**config.mk**
```make
export PLATFORM = sky130hd
export DESIGN_NAME = hsp_cfg
export DESIGN_NICKNAME = d
export VERILOG_FILES = /design/src/hdl/hsp_pkg.sv /design/src/hdl/hsp_cfg.sv
export SDC_FILE = /design/constraint.sdc
export NUM_CORES = 1
export LEC_CHECK = 0
export BUFFER_PORTS_ARGS = -buffer_cell sky130_fd_sc_hd__buf_2
export CORE_MARGIN = 2
export CORE_UTILIZATION = 35
export DETAILED_ROUTE_END_ITERATION = 12
export GPL_ROUTABILITY_DRIVEN = 0
export RECOVER_POWER = 25
export SYNTH_ARGS = -nofsm -noshare
export SYNTH_HDL_FRONTEND = slang
export SYNTH_SLANG_ARGS = --single-unit
```
**constraint.sdc**
```tcl
create_clock -name clk -period 3.5 [get_ports clk]
set_clock_uncertainty 0.1 [all_clocks]
set_input_delay 0.525 -clock clk [delete_from_list [all_inputs] [get_ports clk]]
set_output_delay 0.525 -clock clk [all_outputs]
set_load 0.1 [all_outputs]
```
**src/hdl/hsp_pkg.sv**
```systemverilog
`default_nettype none
package hsp_pkg;

  // Fixed-point format of the results
  localparam int FRAC_BITS = 16;
  localparam int OUT_W     = FRAC_BITS + 1;
  localparam int CH_W      = 8;
  localparam int WGT_W     = 17;
  localparam int SQC_W     = 2 * CH_W;
  localparam int PROD_W    = WGT_W + SQC_W;
  localparam int SUM_W     = PROD_W + 2;

  // Divider datapath widths
  localparam int DIV_W     = 28;
  localparam int DEN_W     = 11;

  // Square root datapath widths
  localparam int SQ_W      = 56;
  localparam int SM_W      = 36;
  localparam int SQ_SHIFT  = 18;

  localparam logic [OUT_W-1:0] ONE    = OUT_W'(1) << FRAC_BITS;
  localparam int               CH_SQ  = 65025;
  localparam logic [SUM_W-1:0] CAP    = SUM_W'(64'd4261478400);

  // Configuration register indexes
  typedef enum logic [1:0] {
    REG_RED   = 2'd0,
    REG_GREEN = 2'd1,
    REG_BLUE  = 2'd2
  } reg_idx_t;

  // One pixel in flight through the iteration stages
  typedef struct packed {
    logic [CH_W-1:0]         alpha;
    logic                    big;
    logic signed [SQ_W-1:0]  sq_r;
    logic signed [SM_W-1:0]  sq_m;
    logic [OUT_W-1:0]        sq_p;
    logic [DIV_W-1:0]        h_rem;
    logic [DEN_W-1:0]        h_den;
    logic [OUT_W-1:0]        h_q;
    logic [DIV_W-1:0]        s_rem;
    logic [DEN_W-1:0]        s_den;
    logic [OUT_W-1:0]        s_q;
  } work_t;

endpackage
`default_nettype wire

```
**src/hdl/hsp_cfg.sv**
```systemverilog
`default_nettype none
module hsp_cfg (
  input  wire logic                       clk,
  input  wire logic                       rst_n,
  input  wire logic                       psel,
  input  wire logic                       penable,
  input  wire logic                       pwrite,
  input  wire logic [3:0]                 paddr,
  input  wire logic [31:0]                pwdata,
  output logic [31:0]                     prdata,
  output logic [hsp_pkg::WGT_W-1:0]       red_w,
  output logic [hsp_pkg::WGT_W-1:0]       green_w,
  output logic [hsp_pkg::WGT_W-1:0]       blue_w
);
  import hsp_pkg::*;

  logic [WGT_W-1:0] red_w_r, green_w_r, blue_w_r;
  logic             wr_en;
  reg_idx_t         idx;

  assign wr_en = psel && penable && pwrite;
  assign idx   = reg_idx_t'(paddr[3:2]);

  // Write a weight on the access phase
  always_ff @(posedge clk) begin
    if (!rst_n) begin
      red_w_r   <= WGT_W'(19595);
      green_w_r <= WGT_W'(38470);
      blue_w_r  <= WGT_W'(7471);
    end else if (wr_en) begin
      unique case (idx)
        REG_RED:   red_w_r   <= pwdata[WGT_W-1:0];
        REG_GREEN: green_w_r <= pwdata[WGT_W-1:0];
        REG_BLUE:  blue_w_r  <= pwdata[WGT_W-1:0];
        default: ;
      endcase
    end
  end

  // Read back
  always_comb begin
    unique case (idx)
      REG_RED:   prdata = 32'(red_w_r);
      REG_GREEN: prdata = 32'(green_w_r);
      REG_BLUE:  prdata = 32'(blue_w_r);
      default:   prdata = 32'd0;
    endcase
  end

  assign red_w   = red_w_r;
  assign green_w = green_w_r;
  assign blue_w  = blue_w_r;
endmodule
`default_nettype wire

```
# Yosys cells after proc, flatten, opt, wreduce, memory -nomap -nowiden
# Cells that the tools add are included.
[totals]
reg_bits = 51
latch_bits = 0
mem_bits_rw = 0
mem_bits_ro = 0
input_bits = 41
out_inout_bits = 83
wordCells = 12
n_memories = 0
[classes]
n_addsub = 0
n_mul = 0
div_mod_pow = 0
magnitude_cmp = 0
eq_ne = 2
shift = 0
muxes = 1
bitwise_logic = 0
reduce_logical = 6
[op_table]
columns = ["op", "count"]
rows = [
  ["$pmux W17 S3", 1],
  ["$reduce_and A2 Y1", 3],
  ["$eq A2 B1 Y1 const B", 1],
  ["$eq A2 B2 Y1 const B", 1],
  ["$logic_and A1 B1 Y1", 2],
  ["$logic_not A2 Y1", 1],
]

# Depth between registers and ports, before layout
# Gate-level depths: netlist of the first run.
[logic_depth]
ltp_word = 3
mapped_depth = 6
ltp_nobuf = 3

# Worst setup path before layout of the first run
# Ideal clock, no wire load.
[synth_path]
kind = "register to output"
start = "reg green_w_r[10] (netlist: green_w[10])"
end = "out prdata[10]"
arrival_time_ns = 3.245
t_required_ns = 2.875
setup_slack_ns = -0.370
stages_incl_launch_ff = 3
path_buffers = 0
path_cell_list = "dfxtp_1 mux2i_1 o21ai_0"
[synth_via]
elab_chain_cells = 1
[synth_rtl]
columns = ["item", "line_no", "rtl"]
rows = [
  ["start: declaration", "hsp_cfg.sv:17", "logic [WGT_W-1:0] red_w_r, green_w_r, blue_w_r;"],
  ["start signal: assignment", "hsp_cfg.sv:33", "REG_GREEN: green_w_r <= pwdata[WGT_W-1:0];"],
  ["$pmux W17 S3", "hsp_cfg.sv:42", "unique case (idx)"],
  ["end: declaration", "hsp_cfg.sv:10", "output logic [31:0] prdata,"],
]
# Every way passes these cells.

==> results of run 1 <==
## synth_stat cells (all sizes together)
library cell | number | share of area
dfxtp | 51 | 0.41
o211ai | 9 | 0.027
nor2b | 24 | 0.060
nand2b | 1 | 0.0055
nand3 | 1 | 0.0020
conb | 1 | 0.0015
clkbuf | 10 | 0.015
mux2i | 59 | 0.24
o31ai | 4 | 0.012
buf | 27 | 0.078
or3 | 1 | 0.0025
or2 | 1 | 0.0025
nor2 | 1 | 0.0015
nand2 | 60 | 0.090
o21ai | 22 | 0.044
inv | 7 | 0.010
nor3b | 1 | 0.0030
nor3 | 1 | 0.0020
## layout by cell type (no fill, tap or decap)
cell,count
dfxtp_1,51
mux2i_1,59
bufinv_16,1
nor3b_2,1
nor2b_1,23
buf_12,8
o31ai_1,4
clkinv_4,1
buf_2,60
clkbuf_1,23
clkinv_2,1
nor3_2,1
nor2b_2,1
conb_1,15
o211ai_1,9
or3_1,1
nand2b_4,1
nor2_1,1
nand2_1,60
clkbuf_8,5
nand3_1,1
o21ai_1,17
o21ai_0,5
or2_1,1
inv_1,7
buf_4,8
## critical path, cell delays in order
cell and delay, ns:
clkbuf_1 1.66, buf_4 0.42, nand2_1 0.09, mux2i_1 0.12
## cell type report
cell class | instances | area (um2)
clock buffers | 5 | 68.8
well taps | 96 | 120
repair buffers | 99 | 607
inverters | 7 | 26.3
clock inverters | 3 | 43.8
flip-flops and latches | 51 | 1020
multi-input cells | 200 | 1290
fillers | 700 | 3690
## registers in the layout, indices dropped and copies added (netlist names)
signal   count
blue_w      17
red_w       17
green_w     17
## routing by layer
layer  wire, um  share of wire
met4         21         0.0034
met3        364          0.059
met1       3000           0.48
met5          0              0
met2       2830           0.46
## metrics by stage
step	total power, mW	utilization	worst slack (ns)	cell area [um2]	hold WS, ns
6_report	1.37	0.462	0.815	3180	0.373
5_1_grt	1.43	0.462	0.536	3180	0.361
4_1_cts	1.39	0.467	0.969	3210	0.362
3_5_place_dp	0.977	0.450	0.977	3090	0.363
3_3_place_gp	0.974	0.450	1.00	3090	0.357
2_1_floorplan	0.914	-	0.373	2560	0.567
## logic make-up after synthesis
logic type,after synthesis,synth area share
muxes,59,0.236
AOI/OAI and AO/OA,35,0.0829
DFF,51,0.407
buffers and inverters,44,0.104
other,1,0.00150
and+or+nand+nor,91,0.169
## final timing paths
kind	startpoint	end	slack (ns)	depth (start not counted)
worst max-delay path	rst_n	green_w[14]	0.81	4
worst min register to register	green_w[8]	green_w[8]	0.38	2
worst max register to register	blue_w[12]	blue_w[12]	2.63	2
worst min-delay path	pwdata[11]	green_w[11]	0.37	3
## power by group through the flow
stage,logic (mW),registers [mW],clock network (mW)
6_report,0.366,0.595,0.410
5_1_grt,0.382,0.597,0.452
4_1_cts,0.368,0.595,0.428
3_5_place_dp,0.368,0.608,0
3_3_place_gp,0.366,0.608,0
2_1_floorplan,0.245,0.669,0
==> metrics.yaml, run 1 <==
pwr-share-clk: 0.299
ant_nets: 0
worstPathRequired_ns: 3.65
tns_ns: 0
routed_wl_um: 6220
io_pins: 124
syn_inst: 281
vias: 2134
ir_worst_vdd_mv: 0.189
relSlewSlack: -0.583
worstPathArrival_ns: 2.83
seqPwrFrac: 0.434
post_synth_num_cell_types: 20
tightest_slew_ns: 2.37
cts_tree: "done"
fmax_mhz: 372
dp_cells: 453
clk_pin_slew_ns: 0.10
grt_pass1_wl_um: 9630
cts_buffers: 5
busiest_layer: "met2"
grt_pass1_vias: 1888
die_x_um: 88.6
drt_pass1_iterations: 4
finalNonFillerCells: 461
path_class: "in2reg"
initial_core_util: 0.365
grt_util_met2: 0.248
hold_buffers: 0
core_area_um2: 6870
seq_area_frac_synth: 0.407
hold_violations: 0
htreeDepth: 2
cts_num_sinks: 51
clk_latency_ns: 0.30
p_sw_frac: 0.362
power.density_nw_per_um2: 432
switchingPower_uw: 497
synth_area_per_cell_um2: 8.92
area_growth_pct: 26.8
core.rowCount: 30
cts_resized: 0
antenna_found_initial: 0
clockRootBuffer: "clkbuf_8"
syn_area_um2: 2510
dpl.hpwl_um: 4360
ys_warn_count: 0
fp.dieH_um: 88.6
antennaDiodeCount: 0
pwr-share-comb: 0.267
grt_overflow: 0
grt_max_degree: 66
post_cts_buffers: 0
synth-seq-cells: 51
fin_crit_sh: 0.767
min_path_type: "in2reg"
io_buffer_count: 91
cp-end-kind: "flip-flop"
start_kind: "input port"
critical_path.max_fanout: 65
drv_cap: 1
wl_per_cell_um: 13.5
period_needed_ns: 2.69
gr-usage-all-layers: 0.157
slew_viol_final: 66
avgViaCountPerCell: 4.63
rsz0062_at_grt: "no"
p_leak_nw: 1.39
nets: 405
grt_use_met3: 0.0345
drc: 0
layout-drive-gt1-share: 0.241
violations: "capacitance limit, slew limit"
grt_util_met1: 0.220
clk_path_buf_depth: 2
drtIter0Drc: 69
finalSetupViolCount: 0
p_int_uw: 874
dieArea_um2: 7850
status: "finished with violations"
Note: power is estimated with default switching activity, not from simulation.
==> run 2, diff against run 1 <==
Clock period 3.5 ns to 2.5 ns, I/O delays scaled along.
==> metrics.yaml, run 2 (same netlist as run 1, synthesis figures left out) <==
worstPathRequired_ns: 2.03  # was 3.65 ns
wl_per_cell_um: 14.2  # was 13.5 um
finalSetupViolCount: 0  # unchanged
routed_wl_um: 6560  # was 6220 um
grt_overflow: 0  # unchanged
period_needed_ns: 2.23
hold_buffers: 0  # unchanged
hold_depth: 3  # unchanged
hold_end: "green_w[0]"  # was green_w[11]
power.density_nw_per_um2: 560  # was 432 nW/um2
path_class: "in2out"  # was in2reg
relSlewSlack: 0.357  # was -0.583
cp-end-kind: "primary output"  # was flip-flop
ir_worst_vdd_mv: 0.298  # was 0.189 mV
gr-usage-all-layers: 0.177  # was 0.157
critical_path.max_fanout: 17  # was 65
hold_start: "pwdata[0]"  # was pwdata[11]
grt_max_degree: 31  # was 66
io_buffer_count: 91  # unchanged
reg2regPathDepth: 2  # unchanged
grt_pass1_wl_um: 10700  # was 9630 um
drc: 0  # unchanged
cts_resized: 0  # unchanged
core.rowCount: 30  # unchanged
die_x_um: 88.6  # unchanged
core_area_um2: 6870  # unchanged
layout_commonest_cell: "buf_2"
drt_pass1_iterations: 4  # unchanged
fin_ws_ns: 0.267  # was 0.815 ns
initial_core_util: 0.365  # unchanged
fmax_mhz: 448
clk_latency_ns: 0.29  # was 0.30 ns
ant_nets: 0  # unchanged
clk_pin_slew_ns: 0.09  # was 0.10 ns
area_growth_pct: 34.5  # was 26.8%
clk_path_buf_depth: 2  # unchanged
rsz0062_at_grt: "no"  # unchanged
tightest_slew_ns: 0.960  # was 2.37 ns
cts_buffers: 5  # unchanged
nets: 407  # was 405
p_leak_nw: 1.51  # was 1.39 nW
hold_violations: 0  # unchanged
final_util: 0.491  # was 0.462
slew_viol_final: 0  # was 66
cts_num_sinks: 51  # unchanged
final_cell_mix: "buf_2 (74), nand2_1 (60), mux2i_1 (59), dfxtp_1 (51), nor2b_1 (23)"  # was nand2_1 (60), buf_2 (60), mux2i_1 (59), dfxtp_1 (51)
fin_crit_sh: 0.893
reg2reg_from: "red_w[0]"  # was blue_w[12]
antennaDiodeCount: 0  # unchanged
dpl.hpwl_um: 4580  # was 4360 um
layout-drive-gt1-share: 0.335  # was 0.241
tns_ns: 0  # unchanged
fp.dieH_um: 88.6  # unchanged
drv_cap: 0  # was 1
status: "complete, no violations"  # was finished with violations
drtIter0Drc: 77  # was 69
clockRootBuffer: "clkbuf_8"  # unchanged
avgViaCountPerCell: 4.63  # about the same
htreeDepth: 2  # unchanged
power_mw: 1.89  # was 1.37 mW
min_path_type: "in2reg"  # unchanged
r2r_slack_ns: 1.71  # was 2.63 ns
final_cell_area_um2: 3370  # was 3180 um2
post_dp_cell_area_um2: 3310  # was 3090 um2
cts_tree: "done"  # unchanged
vias: 2142  # was 2,134
worstPathArrival_ns: 1.76  # was 2.83 ns
rr_endpoint: "red_w[0]"  # was blue_w[12]
antenna_found_initial: 0  # unchanged
post_cts_buffers: 0  # unchanged
start_kind: "input port"  # unchanged
grt_pass1_vias: 2105  # was 1,888
dieArea_um2: 7850  # unchanged
dp_slack_ns: 0.241  # was 0.977 ns
io_pins: 124  # unchanged
==> run 2: how the worst max path moves through the flow <==
stage / from / endpoint / slack, ns / cells past startpoint
floorplan: green_w[10] / prdata[10] / 0.02 / 2
global placement: paddr[3] / prdata[6] / 0.25 / 5
detailed placement: paddr[2] / prdata[1] / 0.24 / 5
CTS: paddr[2] / prdata[1] / 0.23 / 5
global route: paddr[3] / green_w[2] / 0.16 / 5
finish: paddr[2] / prdata[9] / 0.27 / 5
==> run 2: critical path, stage by stage <==
cell and delay (ns):
buf_2 0.12, nor2b_2 0.75, nand2_1 0.17, o21ai_2 0.13, buf_12 0.21
==> run 2: through the flow <==
stage / cells / hold WS [ns]
finish: 463 / 0.226
CTS: 463 / 0.218
global placement: 455 / 0.360
detailed placement: 455 / 0.362
floorplan: 295 / 0.417
global route: 463 / 0.224
==> run 2: layout make-up <==
class                   instances  area, um2
fillers                       696       3500
well taps                      96        120
flip-flops and latches         51       1020
clock buffers                   7       86.3
inverters                       7       26.3
repair buffers                101        772
multi-input cells             200       1340
clock inverters                 1       8.76
==> run 2: metal layers <==
| layer | up-vias | share of wire | GRT usage |
|---|---|---|---|
| li1 | 1071 | - | - |
| met1 | 1000 | 0.46 | 0.233 |
| met2 | 67 | 0.47 | 0.282 |
| met3 | 4 | 0.063 | 0.0550 |
| met4 | 0 | 0.0064 | 0.0468 |
| met5 | - | 0 | 0 |
==> run 2: power breakdown <==
part           internal [mW]  switching (mW)
registers              0.824         0.00908
clock network          0.227           0.271
logic                  0.132           0.424
