<file path="config.mk">
export PLATFORM = sky130hd
export DESIGN_NAME = hsp_step
export DESIGN_NICKNAME = d
export VERILOG_FILES = /design/src/hdl/hsp_pkg.sv /design/src/hdl/hsp_step.sv
export SDC_FILE = /design/constraint.sdc
export NUM_CORES = 1
export LEC_CHECK = 0
export ABC_AREA = 0
export BUFFER_PORTS_ARGS = -buffer_cell sky130_fd_sc_hd__buf_2
export CORE_MARGIN = 2
export CORE_UTILIZATION = 27
export CTS_CLUSTER_SIZE = 16
export DETAILED_ROUTE_END_ITERATION = 10
export SLEW_MARGIN = 20
export SYNTH_ARGS = -nofsm -noshare
export SYNTH_HDL_FRONTEND = slang
export SYNTH_SLANG_ARGS = --single-unit
</file>
<file path="constraint.sdc">
create_clock -name clk -period 4.8 [get_ports clk]
set_input_delay 0.96 -clock clk [delete_from_list [all_inputs] [get_ports clk]]
set_output_delay 0.96 -clock clk [all_outputs]
set_load 0.01 [all_outputs]
</file>
<file path="src/hdl/hsp_pkg.sv">
`default_nettype none
package hsp_pkg;

  // Fixed-point format of the results
  localparam int FRAC_BITS = 16;
  localparam int OUT_W     = FRAC_BITS + 1;
  localparam int CH_W      = 8;
  localparam int WGT_W     = 17;
  localparam int SQC_W     = 2 * CH_W;
  localparam int PROD_W    = WGT_W + SQC_W;
  localparam int SUM_W     = PROD_W + 2;

  // Divider datapath widths
  localparam int DIV_W     = 28;
  localparam int DEN_W     = 11;

  // Square root datapath widths
  localparam int SQ_W      = 56;
  localparam int SM_W      = 36;
  localparam int SQ_SHIFT  = 18;

  localparam logic [OUT_W-1:0] ONE    = OUT_W'(1) << FRAC_BITS;
  localparam int               CH_SQ  = 65025;
  localparam logic [SUM_W-1:0] CAP    = SUM_W'(64'd4261478400);

  // Configuration register indexes
  typedef enum logic [1:0] {
    REG_RED   = 2'd0,
    REG_GREEN = 2'd1,
    REG_BLUE  = 2'd2
  } reg_idx_t;

  // One pixel in flight through the iteration stages
  typedef struct packed {
    logic [CH_W-1:0]         alpha;
    logic                    big;
    logic signed [SQ_W-1:0]  sq_r;
    logic signed [SM_W-1:0]  sq_m;
    logic [OUT_W-1:0]        sq_p;
    logic [DIV_W-1:0]        h_rem;
    logic [DEN_W-1:0]        h_den;
    logic [OUT_W-1:0]        h_q;
    logic [DIV_W-1:0]        s_rem;
    logic [DEN_W-1:0]        s_den;
    logic [OUT_W-1:0]        s_q;
  } work_t;

endpackage
`default_nettype wire

</file>
<file path="src/hdl/hsp_step.sv">
`default_nettype none
module hsp_step #(
  parameter int BIT = 16
) (
  input  wire logic           clk,
  input  wire logic           rst_n,
  input  wire logic           en,
  input  wire logic           in_vld,
  input  wire hsp_pkg::work_t in_work,
  output logic                out_vld,
  output hsp_pkg::work_t      out_work
);
  import hsp_pkg::*;

  logic signed [SQ_W-1:0] m_ext, delta;
  logic                   take;
  logic [DIV_W-1:0]       h_sub, s_sub;
  logic                   vld_r;
  work_t                  work_r, work_nxt;

  // One result bit of the square root and of both dividers
  always_comb begin
    m_ext = SQ_W'(in_work.sq_m);
    delta = (m_ext <<< (BIT + 2)) + $signed(SQ_W'(CH_SQ) << (2 * BIT + 2));
    take  = !in_work.sq_p[OUT_W-1] && (delta <= in_work.sq_r);
    h_sub = DIV_W'(in_work.h_den) << BIT;
    s_sub = DIV_W'(in_work.s_den) << BIT;

    work_nxt = in_work;
    if (take) begin
      work_nxt.sq_r = in_work.sq_r - delta;
      work_nxt.sq_m = in_work.sq_m + $signed(SM_W'(CH_SQ) << (BIT + 1));
      work_nxt.sq_p = in_work.sq_p | (OUT_W'(1) << BIT);
    end
    if (in_work.h_rem >= h_sub) begin
      work_nxt.h_rem = in_work.h_rem - h_sub;
      work_nxt.h_q   = in_work.h_q | (OUT_W'(1) << BIT);
    end
    if (in_work.s_rem >= s_sub) begin
      work_nxt.s_rem = in_work.s_rem - s_sub;
      work_nxt.s_q   = in_work.s_q | (OUT_W'(1) << BIT);
    end
  end

  always_ff @(posedge clk) begin
    if (!rst_n) begin
      vld_r <= 1'b0;
    end else if (en) begin
      vld_r <= in_vld;
    end
  end

  always_ff @(posedge clk) begin
    if (en) begin
      work_r <= work_nxt;
    end
  end

  assign out_vld  = vld_r;
  assign out_work = work_r;
endmodule
`default_nettype wire

</file>
* After elaboration in Yosys (flattened, before gate mapping)
Index checks and enable logic that the tools add are counted.
Word-level totals: bits of input ports 234, output and inout bits 231, register bits 231
Operators by class: magnitude comparators 3, reduce and logical (&&, ||, !) cells 2, muxes and demuxes 3, add/subtract/negate cells 5
Operator list (count):
- 109-bit 2-to-1 mux | 1
- 28-bit by 27-bit greater-or-equal comparator with 1-bit output | 2
- 55-bit by 56-bit less-or-equal comparator with 1-bit output | 1
- 28-bit 2-to-1 mux | 2
- 28-bit by 27-bit subtractor with 28-bit output | 2
- 56-bit by 55-bit subtractor with 56-bit output | 1
- 54-bit by 51-bit adder with 55-bit output (second input constant) | 1
- 36-bit by 34-bit adder with 36-bit output (second input constant) | 1
- 1-bit logical AND | 1
- 1-bit logical NOT | 1

* Depth between registers and ports, before layout
Gate-level depths: netlist of run 1.
depth in word-level cells 4, depth in mapped cells 18, mapped depth without buffers 15

* Worst setup path before layout of run 1
No wires, ideal clock.
kind input to register, start point in in_work[150] (netlist bit), end point reg work_r, in the netlist out_work[210], data pin, path slack 377 ps, buffers on the path 2, setup time 135 ps, stages 17, data arrival time 4288 ps, cells stage by stage and3_1 and2_1 and4_1 a21oi_1 nand2_1 o21ai_0 xor2_1 ha_1 buf_2 nand4_1 nor2_1 a311o_1 a221oi_2 or3_4 buf_6 or4_1 nand3_1
RTL lines:
- start, declared | RTL line hsp_step.sv:9 | input wire hsp_pkg::work_t in_work,
- end signal, assigned | RTL line hsp_step.sv:55 | work_r <= work_nxt;
- end, declared | RTL line hsp_step.sv:19 | work_t work_r, work_nxt;

==> impl_metrics.toml, run 1 <==
[logic_synthesis]
synth_fp_nets = 1306
yosysWarningCount = 0
synth-main-ff-cell = "edfxtp_1"
synth-seq-cells = 231
synth.top_cell.area_share_pct = 58.0
netlist_top_cells_count = "230 x edfxtp_1, 109 x nand2_1, 72 x o21ai_0"
syn_inst = 1007
syn-cell-area_mm2 = 0.0119
synth_top_area_cell = "edfxtp_1"
synthArstFlopShare_pct = 0
synthTopCellsByArea = "edfxtp_1 58%, ha_1 6.5%, nand2_1 3.4%, xnor2_1 3.2%, o21ai_0 3.0%"
synth.most_common_cell = "edfxtp_1"
synth-edff-count = 230
ys_types = 67
avgSynthCellArea_um2 = 11.8
seq_area_frac_synth_pct = 58.2

[grt]
grt_use_total_pct = 17.5
grt_pass1_wl_um = 61800
grt_pass1_vias = 10200
grt_overflow = 0
antenna_found_initial = 6
grt_max_degree = 106

[finish]
area_growth_pct = 35.1
drive_gt1_share_pct = 37.3
fin_nets = 1810
fill_cells = 4321
finish.utilization_pct = 37.2

[floorplan]
num_io_pins = 465
dieWidth_um = 214
rows = 76
die_area_mm2 = 0.0458
die_h_um = 214
coreArea_mm2 = 0.0433
start_util_pct = 27.5

[sta]
worstMarginPinSlew_ns = 0.856
fin_worst_skew_ns = 0
finalHoldViolCount = 0
max_clock_freq_mhz = 236
period_needed_ns = 4.24
hold_slack_ns = 0.541
relSlewSlack_pct = 42.9
drv_slew = 0
period_share_pct = 88.2
setup_viol = 0
rsz0062_at_grt = "no"
fin_setup_tns_ns = 0

[routing]
avgRoutedWirePerCell_um = 19.6
drcViolationCount = 0
viasPerCell = 4.79
vias = 10100
postRouteAntennaNets = 0
dr.pass1.iters = 7
drt_iter0_drc = 647
routed_wl_um = 41600

[placement]
io_buffers = 464
place_congestion = 0.909
hpwl_um = 33400

[clock_tree]
ctsHoldBuffers = 0
post_cts_resized = 0
htree_levels = 1
cts_buffers = 28
clock_sinks = 231
cts_tree = "yes"
cts_setup_buffers = 0
cts_buffer_depth = 3
insertion_delay_ns = 0.55
cts-root-buf = "clkbuf_16"
path_clk_slew_ns = 0.06

[worst_setup_path]
setup.worst_path.end_class = "flop"
worst-r2r-setup-slack_ns = 4.17
arrival_ns = 4.53
critPathMaxFanout = 4
worstReg2RegStart = "out_vld$_SDFFE_PN0P_"
worstReg2RegEnd = "out_vld$_SDFFE_PN0P_"
critical_path_class = "primary input to flop"
cp_data_required_time_ns = 5.10
ff2ff_path_depth = 2
start_kind = "primary input"

[outcome]
status = "complete, no violations"

[hold_path]
min-delay-start = "out_vld$_SDFFE_PN0P_"
hp-class = "flop to flop"
hold-path-endpoint = "out_vld$_SDFFE_PN0P_"
hold_depth = 2

[power_and_ir_drop]
vdd_ir_drop_max_mv = 0.302
p_per_area_mw_per_mm2 = 362
p_leak_nw = 6.92

[flow_run]
cap_violations = 0
==> per-layer routing <==
metal | part of all wire (%) | routed length, um | track usage (%) | vias up
li1 | - | - | - | 4799
met5 | 0.067 | 28 | 0 | -
met3 | 6.6 | 2740 | 4.05 | 84
met4 | 3.1 | 1310 | 5.94 | 4
met1 | 40 | 16500 | 20.3 | 4860
met2 | 51 | 21000 | 31.5 | 400
==> area by class of cell <==
cell class	count	area, um^2	area share (%)
Multi-Input combinational cell	683	4610	28.7
Sequential cell	231	6930	43.1
Timing Repair Buffer	506	2690	16.7
Clock inverter	19	155	0.965
Clock buffer	31	733	4.56
Antenna cell	4	10.0	0.0623
Tap cell	585	732	4.55
Inverter	61	229	1.42
==> critical path, stage by stage <==
cell	delay, ns
buf_2	0.15
ha_1	0.21
nand3_1	0.14
nor2_1	0.09
a21oi_1	0.37
nand2_1	0.19
xnor2_1	0.17
ha_1	0.30
a21o_1	0.22
a21oi_1	0.19
o32ai_1	0.11
a311o_1	0.34
a221oi_2	0.36
buf_4	0.19
nor2_1	0.04
and4_1	0.16
or3_1	0.36
==> metrics by stage <==
step	instances	setup WS, ns	total power, W	area [um^2]
2_1_floorplan	1007	0.377	0.00321	11900
3_3_place_gp	2066	0.0580	0.00381	15200
3_5_place_dp	2066	0.0156	0.00382	15200
4_1_cts	2116	0.598	0.00592	16100
5_1_grt	2120	0.329	0.00612	16100
6_report	2120	0.565	0.00583	16100
==> cell families (layout without fill, tap and decap cells) <==
kind of cell | Yosys count | count (layout) | synth area share [%]
multiplexers | 17 | 17 | 1.58
adder cells (fa/ha/maj) | 65 | 65 | 7.02
AO/OA/AOI/OAI | 228 | 228 | 12.0
AND/OR/NAND/NOR | 300 | 300 | 12.7
other | 0 | 4 | 0
flip-flops | 231 | 231 | 58.2
XOR/XNOR | 73 | 73 | 5.37
buffers and inverters | 93 | 617 | 3.16
==> cell usage in the layout, fill, tap and decap left out, types with 20 or more instances in the layout <==
cell type,netlist,layout
nor4_1,20,20
xnor2_1,44,44
buf_2,13,463
nand3_1,23,23
o21ai_0,72,72
a21oi_1,56,56
nand2_1,109,109
clkbuf_16,0,29
a21o_1,20,20
edfxtp_1,230,230
buf_4,1,39
xor2_1,29,29
nor3_1,23,22
inv_1,61,61
ha_1,62,62
nor2_1,39,39
==> report_power, final <==
group          switching (W)  internal [W]
Clock               0.000856       0.00120
Sequential         0.0000543       0.00246
Combinational       0.000742      0.000515
==> sequential cells by signal, indices dropped and copies added, names as in the netlist <==
name,flops
out_work,230
out_vld,1
==> worst max-delay path by stage <==
stage | depth (start not counted) | startpoint | to
global placement | 17 | in_work[151] | out_work[220]$_DFFE_PP_
global route | 17 | in_work[146] | out_work[220]$_DFFE_PP_
finish | 17 | in_work[146] | out_work[220]$_DFFE_PP_
floorplan | 17 | in_work[150] | out_work[210]$_DFFE_PP_
detailed placement | 17 | in_work[146] | out_work[220]$_DFFE_PP_
CTS | 17 | in_work[146] | out_work[220]$_DFFE_PP_
No activity file was read; power rests on OpenSTA's default activity.
==> run 2: changes to the inputs <==
clock period = 3.7 ns   (was 4.8 ns; I/O delays follow)
==> impl_metrics.toml, run 2 (synthesis results as in run 1) <==
[floorplan]
rows = 76
num_io_pins = 465
die_h_um = 214
start_util_pct = 27.5
die_area_mm2 = 0.0458
coreArea_mm2 = 0.0433
dieWidth_um = 214

[finish]
drive_gt1_share_pct = 45.5
area_growth_pct = 48.6
largest_reg_flops = 230
fin_nets = 1954
final_cells = 2264
layout_commonest_cell = "buf_2"
final_cell_mix = "459 x buf_2, 230 x edfxtp_1, 175 x buf_4"

[routing]
drt_iter0_drc = 527
drcViolationCount = 0
routed_wl_um = 44400
dr.pass1.iters = 5
viasPerCell = 4.66
vias = 10600
postRouteAntennaNets = 0
avgRoutedWirePerCell_um = 19.6

[power_and_ir_drop]
p_int_w = 0.00602
p_per_area_mw_per_mm2 = 471
vdd_ir_drop_max_mv = 0.314
p_leak_nw = 7.81
clockPowerShare_pct = 37.9
p_comb_share_pct = 22.9
seqPwrFrac_pct = 39.2
finalPower_w = 0.00833
p_sw_w = 0.00231
swShare_pct = 27.7

[worst_setup_path]
setup.worst_path.end_class = "flop"
cp_data_required_time_ns = 4.00
cp_slowest_stage_delay_ns = 0.37
crit_slowest_cell = "a221oi_4"
cp_cell_sequence = "buf_6, and3_4, and2_4, and4_4, a21oi_4, nor2b_4, xnor2_2, ha_1, a21oi_2, o21a_1, o32ai_2, a311o_1, a221oi_4, buf_4, nor3_4, buf_6, clkbuf_16, nand3_2, xnor2_1"
start_kind = "primary input"
critPathMaxFanout = 7
arrival_ns = 3.99
critical_path_class = "primary input to flop"
critPathMostFrequentCell = "buf_6"

[sta]
finalHoldViolCount = 0
worstMarginPinSlew_ns = 0.754
relSlewSlack_pct = 49.7
hold_slack_ns = 0.353
max_clock_freq_mhz = 271
drv_slew = 0
setup_ws_ns = 0.00846
rsz0062_at_grt = "yes"
period_needed_ns = 3.69
period_share_pct = 99.8
fin_worst_skew_ns = 0
setup_viol = 0

[clock_tree]
clock_sinks = 231
cts_buffers = 28
insertion_delay_ns = 0.56
path_clk_slew_ns = 0.07
cts-root-buf = "clkbuf_16"
cts_tree = "yes"
cts_buffer_depth = 3
htree_levels = 1
ctsHoldBuffers = 0

[placement]
dp_slack_ns = -0.824
io_buffers = 464
place_congestion = 0.897
placed_cells = 2197
hpwl_um = 35600

[grt]
grt_use_total_pct = 18.3
grt_max_degree = 93
antenna_found_initial = 4
grt_pass1_wl_um = 64100
grt_overflow = 0
grt_pass1_vias = 10400

[outcome]
status = "complete, no violations"

[hold_path]
hp-class = "primary input to flop"

[flow_run]
cap_violations = 0
-- run 2: cell count changes in the layout (fill, tap and decap cells not counted), moves of 5 or more --
| cell | delta |
|---|---|
| bufinv_16 | +6 |
| xnor2_2 | +5 |
| buf_4 | +136 |
| clkinv_1 | -7 |
| xnor2_1 | -5 |
| nand2_1 | -8 |
| nand2_4 | +5 |
| a21oi_1 | -5 |
| buf_6 | +7 |
-- run 2: path summary, 6_finish.rpt --
kind / from / to / slack (ns) / cells past startpoint
hold / removal: in_work[223] / out_work[223]$_DFFE_PP_ / 0.35 / 1
setup / recovery: in_work[151] / out_work[159]$_DFFE_PP_ / 0.008 / 19
setup reg to reg: out_vld$_SDFFE_PN0P_ / out_vld$_SDFFE_PN0P_ / 3.10 / 2
hold reg to reg: out_vld$_SDFFE_PN0P_ / out_vld$_SDFFE_PN0P_ / 0.53 / 2
-- run 2: through the flow --
step	cell area (um^2)	util, %	setup TNS [ns]
4_1_cts	17300	40.0	-0.0222
2_1_floorplan	12000	-	-6.32
3_3_place_gp	16200	37.5	-27.48
5_1_grt	17700	40.9	-1.77
3_5_place_dp	16200	37.5	-32.18
6_report	17700	40.9	0
-- run 2: worst max-delay path, delay by kind of cell --
| kind | cells | cell delay (ns) |
|---|---|---|
| AO/OA/AOI/OAI | 6 | 1.37 |
| XOR/XNOR | 2 | 0.17 |
| adder cells (fa/ha/maj) | 1 | 0.34 |
| buffers and inverters | 4 | 0.58 |
| AND/OR/NAND/NOR | 6 | 0.78 |
-- run 2: timing repair --
item	CTS	global route
pin swaps	6	45
setup endpoints to repair	13	56
buffers inserted	2	10
endpoints found under the hold margin	0	0
gates cloned	0	2
gates resized for setup	3	58
-- run 2: power by group through the flow --
stage / registers, W / logic, W / clock network [W]
final: 0.00327 / 0.00191 / 0.00316
after global routing: 0.00329 / 0.00207 / 0.00335
after CTS: 0.00327 / 0.00185 / 0.00324
after detailed placement: 0.00332 / 0.00184 / 0
after global placement: 0.00332 / 0.00182 / 0
after floorplan: 0.00345 / 0.000731 / 0
-- run 2: cell type report --
class / instances / area, um^2
timing repair buffer: 649 / 3850
sequential: 231 / 6930
multi-input combinational: 684 / 4880
clock inverter: 20 / 339
tap: 585 / 732
antenna: 2 / 5.00
inverter: 61 / 229
fill: 4173 / 25600
clock buffer: 32 / 716
-- run 2: per-layer routing --
metal,GRT usage [%],wire length (um),vias up
met5,0,38,-
met1,21.6,17900,5044
met3,4.46,3000,60
li1,-,-,5089
met2,32.9,22400,360
met4,4.87,1060,6
