File: src/hdl/hsp_pkg.sv
`default_nettype none
package hsp_pkg;

  // Fixed-point format of the results
  localparam int FRAC_BITS = 16;
  localparam int OUT_W     = FRAC_BITS + 1;
  localparam int CH_W      = 8;
  localparam int WGT_W     = 17;
  localparam int SQC_W     = 2 * CH_W;
  localparam int PROD_W    = WGT_W + SQC_W;
  localparam int SUM_W     = PROD_W + 2;

  // Divider datapath widths
  localparam int DIV_W     = 28;
  localparam int DEN_W     = 11;

  // Square root datapath widths
  localparam int SQ_W      = 56;
  localparam int SM_W      = 36;
  localparam int SQ_SHIFT  = 18;

  localparam logic [OUT_W-1:0] ONE    = OUT_W'(1) << FRAC_BITS;
  localparam int               CH_SQ  = 65025;
  localparam logic [SUM_W-1:0] CAP    = SUM_W'(64'd4261478400);

  // Configuration register indexes
  typedef enum logic [1:0] {
    REG_RED   = 2'd0,
    REG_GREEN = 2'd1,
    REG_BLUE  = 2'd2
  } reg_idx_t;

  // One pixel in flight through the iteration stages
  typedef struct packed {
    logic [CH_W-1:0]         alpha;
    logic                    big;
    logic signed [SQ_W-1:0]  sq_r;
    logic signed [SM_W-1:0]  sq_m;
    logic [OUT_W-1:0]        sq_p;
    logic [DIV_W-1:0]        h_rem;
    logic [DEN_W-1:0]        h_den;
    logic [OUT_W-1:0]        h_q;
    logic [DIV_W-1:0]        s_rem;
    logic [DEN_W-1:0]        s_den;
    logic [OUT_W-1:0]        s_q;
  } work_t;

endpackage
`default_nettype wire

File: src/hdl/hsp_front.sv
`default_nettype none
module hsp_front (
  input  wire logic                    clk,
  input  wire logic                    rst_n,
  input  wire logic                    en,
  input  wire logic                    in_vld,
  input  wire logic [7:0]              red,
  input  wire logic [7:0]              green,
  input  wire logic [7:0]              blue,
  input  wire logic [7:0]              alpha,
  input  wire logic [hsp_pkg::WGT_W-1:0] red_w,
  input  wire logic [hsp_pkg::WGT_W-1:0] green_w,
  input  wire logic [hsp_pkg::WGT_W-1:0] blue_w,
  output logic                         out_vld,
  output hsp_pkg::work_t               out_work
);
  import hsp_pkg::*;

  // Stage A: channel order, hue numerator, squares
  logic [CH_W-1:0]  mx, mn, d;
  logic [DEN_W-1:0] d11, num6;
  logic             a_vld_r;
  logic [CH_W-1:0]  a_alpha_r;
  logic [SQC_W-1:0] a_sr_r, a_sg_r, a_sb_r;
  logic [DIV_W-1:0] a_hn_r, a_hn_nxt, a_sn_r, a_sn_nxt;
  logic [DEN_W-1:0] a_hd_r, a_hd_nxt, a_sd_r, a_sd_nxt;

  always_comb begin
    mx  = (red > green) ? red : green;
    mx  = (mx > blue) ? mx : blue;
    mn  = (red < green) ? red : green;
    mn  = (mn < blue) ? mn : blue;
    d   = mx - mn;
    d11 = DEN_W'(d);
    if (red == mx) begin
      num6 = (green == mn) ? DEN_W'(6) * d11 - (DEN_W'(blue) - DEN_W'(green))
                           : DEN_W'(green) - DEN_W'(blue);
    end else if (green == mx) begin
      num6 = (blue == mn) ? DEN_W'(2) * d11 - (DEN_W'(red) - DEN_W'(blue))
                          : DEN_W'(2) * d11 + (DEN_W'(blue) - DEN_W'(red));
    end else begin
      num6 = (red == mn) ? DEN_W'(4) * d11 - (DEN_W'(green) - DEN_W'(red))
                         : DEN_W'(4) * d11 + (DEN_W'(red) - DEN_W'(green));
    end
    // grey pixel divides zero by one
    if (d == '0) begin
      a_hn_nxt = '0;
      a_hd_nxt = DEN_W'(1);
      a_sn_nxt = '0;
      a_sd_nxt = DEN_W'(1);
    end else begin
      a_hn_nxt = (DIV_W'(num6) << FRAC_BITS) + DIV_W'(DEN_W'(3) * d11);
      a_hd_nxt = DEN_W'(6) * d11;
      a_sn_nxt = (DIV_W'(d) << (FRAC_BITS + 1)) + DIV_W'(mx);
      a_sd_nxt = DEN_W'(2) * DEN_W'(mx);
    end
  end

  always_ff @(posedge clk) begin
    if (!rst_n) begin
      a_vld_r <= 1'b0;
    end else if (en) begin
      a_vld_r <= in_vld;
    end
  end

  always_ff @(posedge clk) begin
    if (en) begin
      a_alpha_r <= alpha;
      a_sr_r    <= SQC_W'(red) * SQC_W'(red);
      a_sg_r    <= SQC_W'(green) * SQC_W'(green);
      a_sb_r    <= SQC_W'(blue) * SQC_W'(blue);
      a_hn_r    <= a_hn_nxt;
      a_hd_r    <= a_hd_nxt;
      a_sn_r    <= a_sn_nxt;
      a_sd_r    <= a_sd_nxt;
    end
  end

  // Stage B: weight the squares
  logic              b_vld_r;
  logic [CH_W-1:0]   b_alpha_r;
  logic [PROD_W-1:0] b_pr_r, b_pg_r, b_pb_r;
  logic [DIV_W-1:0]  b_hn_r, b_sn_r;
  logic [DEN_W-1:0]  b_hd_r, b_sd_r;

  always_ff @(posedge clk) begin
    if (!rst_n) begin
      b_vld_r <= 1'b0;
    end else if (en) begin
      b_vld_r <= a_vld_r;
    end
  end

  always_ff @(posedge clk) begin
    if (en) begin
      b_alpha_r <= a_alpha_r;
      b_pr_r    <= PROD_W'(red_w) * PROD_W'(a_sr_r);
      b_pg_r    <= PROD_W'(green_w) * PROD_W'(a_sg_r);
      b_pb_r    <= PROD_W'(blue_w) * PROD_W'(a_sb_r);
      b_hn_r    <= a_hn_r;
      b_hd_r    <= a_hd_r;
      b_sn_r    <= a_sn_r;
      b_sd_r    <= a_sd_r;
    end
  end

  // Stage C: sum, range check, seed the square root
  logic [SUM_W-1:0] sum;
  logic             big;
  logic [SQ_W-1:0]  yv;
  logic             c_vld_r;
  work_t            c_work_r, c_work_nxt;

  always_comb begin
    sum = SUM_W'(b_pr_r) + SUM_W'(b_pg_r) + SUM_W'(b_pb_r);
    big = (sum >= CAP);
    yv  = big ? '0 : (SQ_W'(sum) << SQ_SHIFT);
    c_work_nxt.alpha = b_alpha_r;
    c_work_nxt.big   = big;
    c_work_nxt.sq_r  = $signed(yv) - $signed(SQ_W'(CH_SQ));
    c_work_nxt.sq_m  = -$signed(SM_W'(CH_SQ));
    c_work_nxt.sq_p  = '0;
    c_work_nxt.h_rem = b_hn_r;
    c_work_nxt.h_den = b_hd_r;
    c_work_nxt.h_q   = '0;
    c_work_nxt.s_rem = b_sn_r;
    c_work_nxt.s_den = b_sd_r;
    c_work_nxt.s_q   = '0;
  end

  always_ff @(posedge clk) begin
    if (!rst_n) begin
      c_vld_r <= 1'b0;
    end else if (en) begin
      c_vld_r <= b_vld_r;
    end
  end

  always_ff @(posedge clk) begin
    if (en) begin
      c_work_r <= c_work_nxt;
    end
  end

  assign out_vld  = c_vld_r;
  assign out_work = c_work_r;
endmodule
`default_nettype wire

File: config.mk
export PLATFORM = sky130hd
export DESIGN_NAME = hsp_front
export DESIGN_NICKNAME = d
export VERILOG_FILES = /design/src/hdl/hsp_pkg.sv /design/src/hdl/hsp_front.sv
export SDC_FILE = /design/constraint.sdc
export NUM_CORES = 2
export LEC_CHECK = 0
export BUFFER_PORTS_ARGS = -buffer_cell sky130_fd_sc_hd__buf_2
export CORE_MARGIN = 2
export CORE_UTILIZATION = 63
export DETAILED_ROUTE_END_ITERATION = 8
export PLACE_DENSITY = 0.81
export SKIP_CTS_REPAIR_TIMING = 1
export SLEW_MARGIN = 30
export SYNTH_ARGS = -nofsm -noshare
export SYNTH_HDL_FRONTEND = slang
export SYNTH_SLANG_ARGS = --single-unit
export TNS_END_PERCENT = 50
File: constraint.sdc
create_clock -name clk -period 12.59 [get_ports clk]
set_input_delay 1.259 -clock clk [delete_from_list [all_inputs] [get_ports clk]]
set_output_delay 1.259 -clock clk [all_outputs]
set_load 0.005 [all_outputs]
* Word-level counts from Yosys, hierarchy flattened *
Cells that the tools add are included.

word-level totals
  output and inout bits = 231
  flip-flop bits (word level) = 465
  word-level logic and storage cells = 76
  input port bits = 87

operators by class
  $lt $le $gt $ge = 5
  reduce and logical (&&, ||, !) cells = 1
  mux-type cells = 12
  $add $sub $neg = 17
  equal/unequal tests = 5
  multipliers = 8

operator list
  operator                                                                  count
  17-bit by 16-bit multiplier with 33-bit output                            3
  11-bit 2-to-1 mux                                                         5
  53-bit by 16-bit subtractor with 54-bit output (second input constant)    1
  8-bit by 8-bit subtractor with 9-bit output                               6
  53-bit 2-to-1 mux                                                         1
  8-bit by 8-bit multiplier with 16-bit output                              3
  8-bit == test                                                             5
  34-bit by 33-bit adder with 35-bit output                                 1
  35-bit by 32-bit >= comparator with 1-bit output (second input constant)  1
  33-bit by 33-bit adder with 34-bit output                                 1
  8-bit 2-to-1 mux                                                          4
  27-bit by 10-bit adder with 28-bit output                                 1
  25-bit by 8-bit adder with 26-bit output                                  1
  2-bit by 8-bit multiplier with 10-bit output (first input constant)       2
  8-bit > comparator                                                        2
  8-bit < comparator                                                        2
  10-bit by 11-bit adder with 11-bit output                                 1
  10-bit by 9-bit adder with 11-bit output                                  1
  10-bit by 11-bit subtractor with 11-bit output                            1
  10-bit by 9-bit subtractor with 11-bit output                             1
  11-bit subtractor                                                         1
  8-bit logical NOT                                                         1
  8-bit subtractor                                                          1
  1-bit 2-to-1 mux                                                          2

* Logic depth before layout (Yosys ltp) *
  word-level depth = 10
  depth in mapped cells = 42
  mapped depth without buffers = 36

* Least setup slack after synthesis *
OpenSTA, ideal clock, no wires.

  kind = input -> register
  start point = in red[5]
  end point = reg a_hn_r[26] (data pin)
  cell stages on the path = 39
  slack = 3136 ps
  arrival = 9188 ps
  library setup time = 266 ps
  path buffers = 8
  data required time = 12324 ps
  cell sequence = clkbuf_1 > clkinv_1 > ha_1 > buf_4 > nand3_2 > o211ai_1 > or2_1 > buf_4 > buf_2 > o21ai_0 > ha_1 > a21oi_1 > nor2b_1 > o21ai_0 > nand3_1 > or2_1 > buf_6 > clkbuf_1 > [... 3 more ...] > fa_1 > or4b_1 > o21a_1 > buf_6 > buf_6 > o311ai_0 > ha_1 > inv_1 > fa_1 > inv_1 > a31oi_1 > xor2_1 > ha_1 > and3_1 > nand3_1 > and4_1 > o311ai_1 > a21oi_1

between the ends
  cells in the longest elaborated chain, start to end = 10
  elaborated cells on any way between the ends = 32
  those cells by class = add/sub: 11; mul: 2; order compare: 4; eq/ne: 5; mux: 9; reduce/logical: 1

RTL lines
  item                                                                        RTL line                          RTL
  from (decl)                                                                 hsp_front.sv:7                    input wire logic [7:0] red,
  8-bit > comparator or 8-bit < comparator (tied branches)                    hsp_front.sv:29, hsp_front.sv:31
  8-bit 2-to-1 mux (on tied branches)                                         hsp_front.sv:29, hsp_front.sv:31
  8-bit > comparator or 8-bit < comparator (tied branches)                    hsp_front.sv:30, hsp_front.sv:32
  8-bit 2-to-1 mux (on tied branches)                                         hsp_front.sv:30, hsp_front.sv:32
  8-bit subtractor                                                            hsp_front.sv:33                   d = mx - mn;
  2-bit by 8-bit multiplier with 10-bit output, or another cell as far along  hsp_front.sv:36, hsp_front.sv:52
  11-bit subtractor, or another cell as far along                             hsp_front.sv:36                   num6 = (green == mn) ? DEN_W'(6) * d11 - (DEN_W'(blue) - DEN_W'(green))
  11-bit 2-to-1 mux (on tied branches)                                        hsp_front.sv:36, hsp_front.sv:38
  11-bit 2-to-1 mux                                                           hsp_front.sv:35                   if (red == mx) begin
  27-bit by 10-bit adder with 28-bit output                                   hsp_front.sv:52                   a_hn_nxt = (DIV_W'(num6) << FRAC_BITS) + DIV_W'(DEN_W'(3) * d11);
  to (signal assigned)                                                        hsp_front.sv:73                   a_hn_r <= a_hn_nxt;
  to (decl)                                                                   hsp_front.sv:25                   logic [DIV_W-1:0] a_hn_r, a_hn_nxt, a_sn_r, a_sn_nxt;

Several ways; a longest one is shown, not always the timed one.
A chain may end at the register's enable or synchronous reset.

* Worst setup path after layout *
  start point = in red[2]
  end point = reg a_hn_r[26] (data pin)

Same word-level chain as after synthesis.

==> flow_summary.html <==
<table>
<tr><th>Metric</th><th>Value</th></tr>
<tr><th colspan="2">Global route</th></tr>
<tr><td>Wire length of the first global-routing pass</td><td>roughly 200 mm</td></tr>
<tr><td>Overflow left after global routing</td><td>0</td></tr>
<tr><td>Maximum number of pins on one net before global-route repair</td><td>119</td></tr>
<tr><td>Initial antenna violation count</td><td>12</td></tr>
<tr><td>Total Routing Usage GR</td><td>30.63%</td></tr>
<tr><td>Vias in the first global route</td><td>around 38000</td></tr>
<tr><th colspan="2">Worst hold path</th></tr>
<tr><td>Worst Hold Endpoint</td><td>b_hn_r[1]</td></tr>
<tr><td>Min-Delay Startpoint</td><td>a_hn_r[1]</td></tr>
<tr><td>Classification of the worst-slack hold path</td><td>reg -&gt; reg</td></tr>
<tr><td>Worst hold path stage count</td><td>0</td></tr>
<tr><th colspan="2">Critical path</th></tr>
<tr><td>Highest cell delay on the worst timing path</td><td>0.76 ns</td></tr>
<tr><td>Cell seen most often among critical-path stages</td><td>sky130_fd_sc_hd__ha_1</td></tr>
<tr><td>Startpoint types</td><td>primary input</td></tr>
<tr><td>Critical path required time</td><td>12.91 ns</td></tr>
<tr><td>Crit-path slowest cell</td><td>sky130_fd_sc_hd__xnor2_1</td></tr>
<tr><td>Worst setup path class</td><td>in -&gt; reg</td></tr>
<tr><td>Type of element capturing the critical path</td><td>register</td></tr>
<tr><td>Number of cell instances on the worst register-to-register path</td><td>23</td></tr>
<tr><td>Worst R2R End</td><td>b_pr_r[32]</td></tr>
<tr><td>Critical-path maximum fanout</td><td>16</td></tr>
<tr><td>Worst reg2reg setup slack</td><td>4.68 ns</td></tr>
<tr><td>Worst EP arrival</td><td>~11 ns</td></tr>
<tr><td>Launch instance of the worst register-to-register path</td><td>a_sr_r[5]</td></tr>
<tr><th colspan="2">Floorplan</th></tr>
<tr><td>Area of the die</td><td>83110 µm²</td></tr>
<tr><td># IOs</td><td>around 320</td></tr>
<tr><td>Number of core rows</td><td>roughly 100</td></tr>
<tr><td>Width of the die</td><td>288.3 µm</td></tr>
<tr><td>Std-Cell Core Area</td><td>between 80000 and 90000 µm²</td></tr>
<tr><td>Height of the die</td><td>between 200 and 300 µm</td></tr>
<tr><td>Effective utilization at floorplan</td><td>between 60% and 70%</td></tr>
<tr><th colspan="2">Routing</th></tr>
<tr><td>Detail-routed via count per cell</td><td>~5.7</td></tr>
<tr><td>Detailed router's first-iteration violation count</td><td>2675</td></tr>
<tr><td>Detailed-route wire length</td><td>124.4 mm</td></tr>
<tr><td>Via Count</td><td>around 37000</td></tr>
<tr><td>Total iterations of the first detailed-routing run</td><td>6</td></tr>
<tr><td>Final routed wire length divided by cell count</td><td>19.39 µm</td></tr>
<tr><td>Remaining routing DRC violations</td><td>0</td></tr>
<tr><td>Detail Route Antenna Nets</td><td>0</td></tr>
<tr><th colspan="2">STA</th></tr>
<tr><td>Share of the clock period used by the worst path after layout</td><td>around 85%</td></tr>
<tr><td>Total negative slack</td><td>0 ns</td></tr>
<tr><td>Final slew viol count</td><td>0</td></tr>
<tr><td>Worst setup skew after layout</td><td>about 0.047 ns</td></tr>
<tr><td>Minimum clock period after layout</td><td>10.65 ns</td></tr>
<tr><td>Tightest slew margin relative to the limit</td><td>34.83%</td></tr>
<tr><td>Finish-stage setup viols</td><td>0</td></tr>
<tr><td>Number of failing hold endpoints at the final stage</td><td>0</td></tr>
<tr><td>Setup repair after global routing missed its margin</td><td>no</td></tr>
<tr><td>Highest attainable clock frequency</td><td>93.89 MHz</td></tr>
<tr><td>Worst Tran Pin Value</td><td>0.9746 ns</td></tr>
<tr><td>Worst hold margin</td><td>0.4156 ns</td></tr>
<tr><th colspan="2">Layout</th></tr>
<tr><td>Nets</td><td>around 6700</td></tr>
<tr><td>Total of fill cells in the finished design</td><td>6187</td></tr>
<tr><td>Share of final-layout standard cells stronger than drive strength 1</td><td>5.963%</td></tr>
<tr><td>Commonest non-fill, non-tap cell in the layout</td><td>sky130_fd_sc_hd__inv_1</td></tr>
<tr><td>Relative area change from synthesis to final layout</td><td>4.915%</td></tr>
<tr><td>Highest-count cells in the layout ignoring fill and taps</td><td>869 x sky130_fd_sc_hd__inv_1, 702 x sky130_fd_sc_hd__fa_1, 621 x sky130_fd_sc_hd__nand2_1, 596 x sky130_fd_sc_hd__ha_1, 341 x sky130_fd_sc_hd__and2_1</td></tr>
<tr><th colspan="2">Outcome</th></tr>
<tr><td>Status</td><td>finished, final reports clean</td></tr>
<tr><th colspan="2">Synth</th></tr>
<tr><td>Number of register bits inferred by synthesis</td><td>between 300 and 400</td></tr>
<tr><td>Number of cells produced by synthesis</td><td>between 5000 and 6000</td></tr>
<tr><td>Post-synthesis instance area</td><td>50920 µm²</td></tr>
<tr><td>Mean instance size in the synthesized netlist</td><td>9.696 µm²</td></tr>
<tr><td>Sequential share of the synthesized area</td><td>about 20%</td></tr>
<tr><td>Synth Warn #</td><td>0</td></tr>
<tr><td>Top_reg_cell synth</td><td>sky130_fd_sc_hd__edfxtp_1</td></tr>
<tr><td>Number of enable flip-flop cells after synthesis</td><td>between 300 and 400</td></tr>
<tr><td>Post-synthesis async set-or-reset flop share</td><td>0%</td></tr>
<tr><td>Synth cell types</td><td>93</td></tr>
<tr><th colspan="2">Placed design</th></tr>
<tr><td>Port Buffers</td><td>191</td></tr>
<tr><td>Final Wtd Congestion</td><td>0.9604</td></tr>
<tr><td>HPWL Detailed</td><td>between 90 and 100 mm</td></tr>
<tr><th colspan="2">CTS</th></tr>
<tr><td>CTS tree</td><td>done</td></tr>
<tr><td>Number of clock buffers inserted by TritonCTS</td><td>40</td></tr>
<tr><td>Clock Root Buffer</td><td>sky130_fd_sc_hd__clkbuf_16</td></tr>
<tr><td>Clock transition time at the flip-flop clock pins of the worst setup and hold paths</td><td>0.06 ns</td></tr>
<tr><td>Clock insertion delay at the later pin of the skew report</td><td>0.59 ns</td></tr>
<tr><td>Clock sink total</td><td>340</td></tr>
<tr><td>Maximum count of clock buffers along a single path</td><td>3</td></tr>
<tr><td>H-tree depth</td><td>2</td></tr>
<tr><th colspan="2">Flow run</th></tr>
<tr><td>Max-cap violations</td><td>0</td></tr>
</table>
[critical path: cells and delay by family]
kind                       cells  cell delay, ns
adders and majority gates      6            2.41
buffers and inverters          4            0.94
and+or+nand+nor               12            2.89
xor gates and xnor gates       2            1.02
AOI/OAI and AO/OA             10            2.42
[synth_stat cells (20+ instances only)]
| cell type | n | area (µm²) |
|---|---|---|
| sky130_fd_sc_hd__nor2b_1 | 32 | 200.2 |
| sky130_fd_sc_hd__a31oi_1 | 20 | 125.1 |
| sky130_fd_sc_hd__o21ai_0 | 104 | 520.5 |
| sky130_fd_sc_hd__clkbuf_1 | 156 | 585.6 |
| sky130_fd_sc_hd__fa_1 | 702 | 14050 |
| sky130_fd_sc_hd__a21o_1 | 57 | 427.9 |
| sky130_fd_sc_hd__nand3_1 | 49 | 245.2 |
| sky130_fd_sc_hd__mux2i_1 | 23 | 230.2 |
| sky130_fd_sc_hd__ha_1 | 596 | 7457 |
| sky130_fd_sc_hd__a211oi_1 | 23 | 172.7 |
| sky130_fd_sc_hd__o21bai_1 | 67 | 503.0 |
| sky130_fd_sc_hd__inv_1 | 869 | 3262 |
| sky130_fd_sc_hd__buf_4 | 144 | 1081 |
| sky130_fd_sc_hd__a21oi_1 | 212 | 1061 |
| sky130_fd_sc_hd__xnor2_1 | 236 | 2067 |
| sky130_fd_sc_hd__nand2b_1 | 27 | 168.9 |
| sky130_fd_sc_hd__nand2_1 | 621 | 2331 |
| sky130_fd_sc_hd__o211ai_1 | 21 | 157.7 |
| sky130_fd_sc_hd__nor2_1 | 204 | 765.7 |
| sky130_fd_sc_hd__nor3_1 | 51 | 255.2 |
| sky130_fd_sc_hd__and2_1 | 341 | 2133 |
| sky130_fd_sc_hd__xor2_1 | 68 | 595.6 |
| sky130_fd_sc_hd__edfxtp_1 | 337 | 10120 |
[layer usage]
layer  wire [µm]  global-route usage (%)
met3        9637                   5.474
met2       60480                   52.01
met1       49550                   39.67
met5          95                       0
met4        4641                   10.58
[worst max path at each step]
| stage | endpoint | from | cells after the start | slack (ns) |
|---|---|---|---|---|
| after floorplan | a_hn_r[26] | red[5] | 39 | 3.14 |
| after global placement | a_hn_r[26] | green[1] | 32 | 1.57 |
| after detailed placement | a_hn_r[26] | red[2] | 34 | 1.44 |
| after CTS | a_hn_r[26] | red[2] | 34 | 2.04 |
| after global routing | a_hn_r[26] | red[2] | 34 | 1.21 |
| final | a_hn_r[26] | red[2] | 34 | 1.94 |
[final cells by class]
type                    count  area [µm²]  area share (%)
inverters                 892        3351           6.273
diodes                      5       12.51         0.02342
clock buffers              49        1035           1.937
multi-input cells        3832       36110           67.61
repair buffers            212        1131           2.117
clock inverters            25       269.0          0.5036
well taps                1060        1326           2.483
flip-flops and latches    340       10180           19.06
[through the flow]
step                      worst slack (ns)  util (%)  area (µm²)  std cells
after floorplan                      3.136         -       51380       5375
after global placement               1.574     64.88       52090       6336
after detailed placement             1.444     64.88       52090       6336
after CTS                            2.037     66.51       53400       6410
after global routing                 1.211     66.52       53410       6412
final                                1.939     66.53       53420       6415
[cell families (layout without fill, tap and decap cells)]
family | count (synthesis) | after routing | share of synthesized area (%)
AOI/OAI and AO/OA | 643 | 643 | 8.257
xor gates and xnor gates | 309 | 309 | 5.473
DFF | 340 | 340 | 19.99
and+or+nand+nor | 1427 | 1427 | 13.39
other | 2 | 131 | 0.01475
buffers and inverters | 1203 | 1178 | 10.02
adders and majority gates | 1299 | 1299 | 42.27
muxes | 28 | 28 | 0.5849
[sequential cells by signal (all words and copies together) (netlist names)]
name,cells
a_sr_r,15
out_work,89
a_sn_r,8
b_pg_r,33
b_pr_r,33
a_vld_r,1
out_vld,1
b_hn_r,21
b_sn_r,8
a_sg_r,15
b_pb_r,33
a_hd_r,8
a_sd_r,7
b_sd_r,7
a_hn_r,21
b_vld_r,1
a_sb_r,15
b_alpha_r,8
b_hd_r,8
a_alpha_r,8
Power is not shown: default switching activity piles up to over one toggle a cycle in this logic, so the estimate is an artifact.
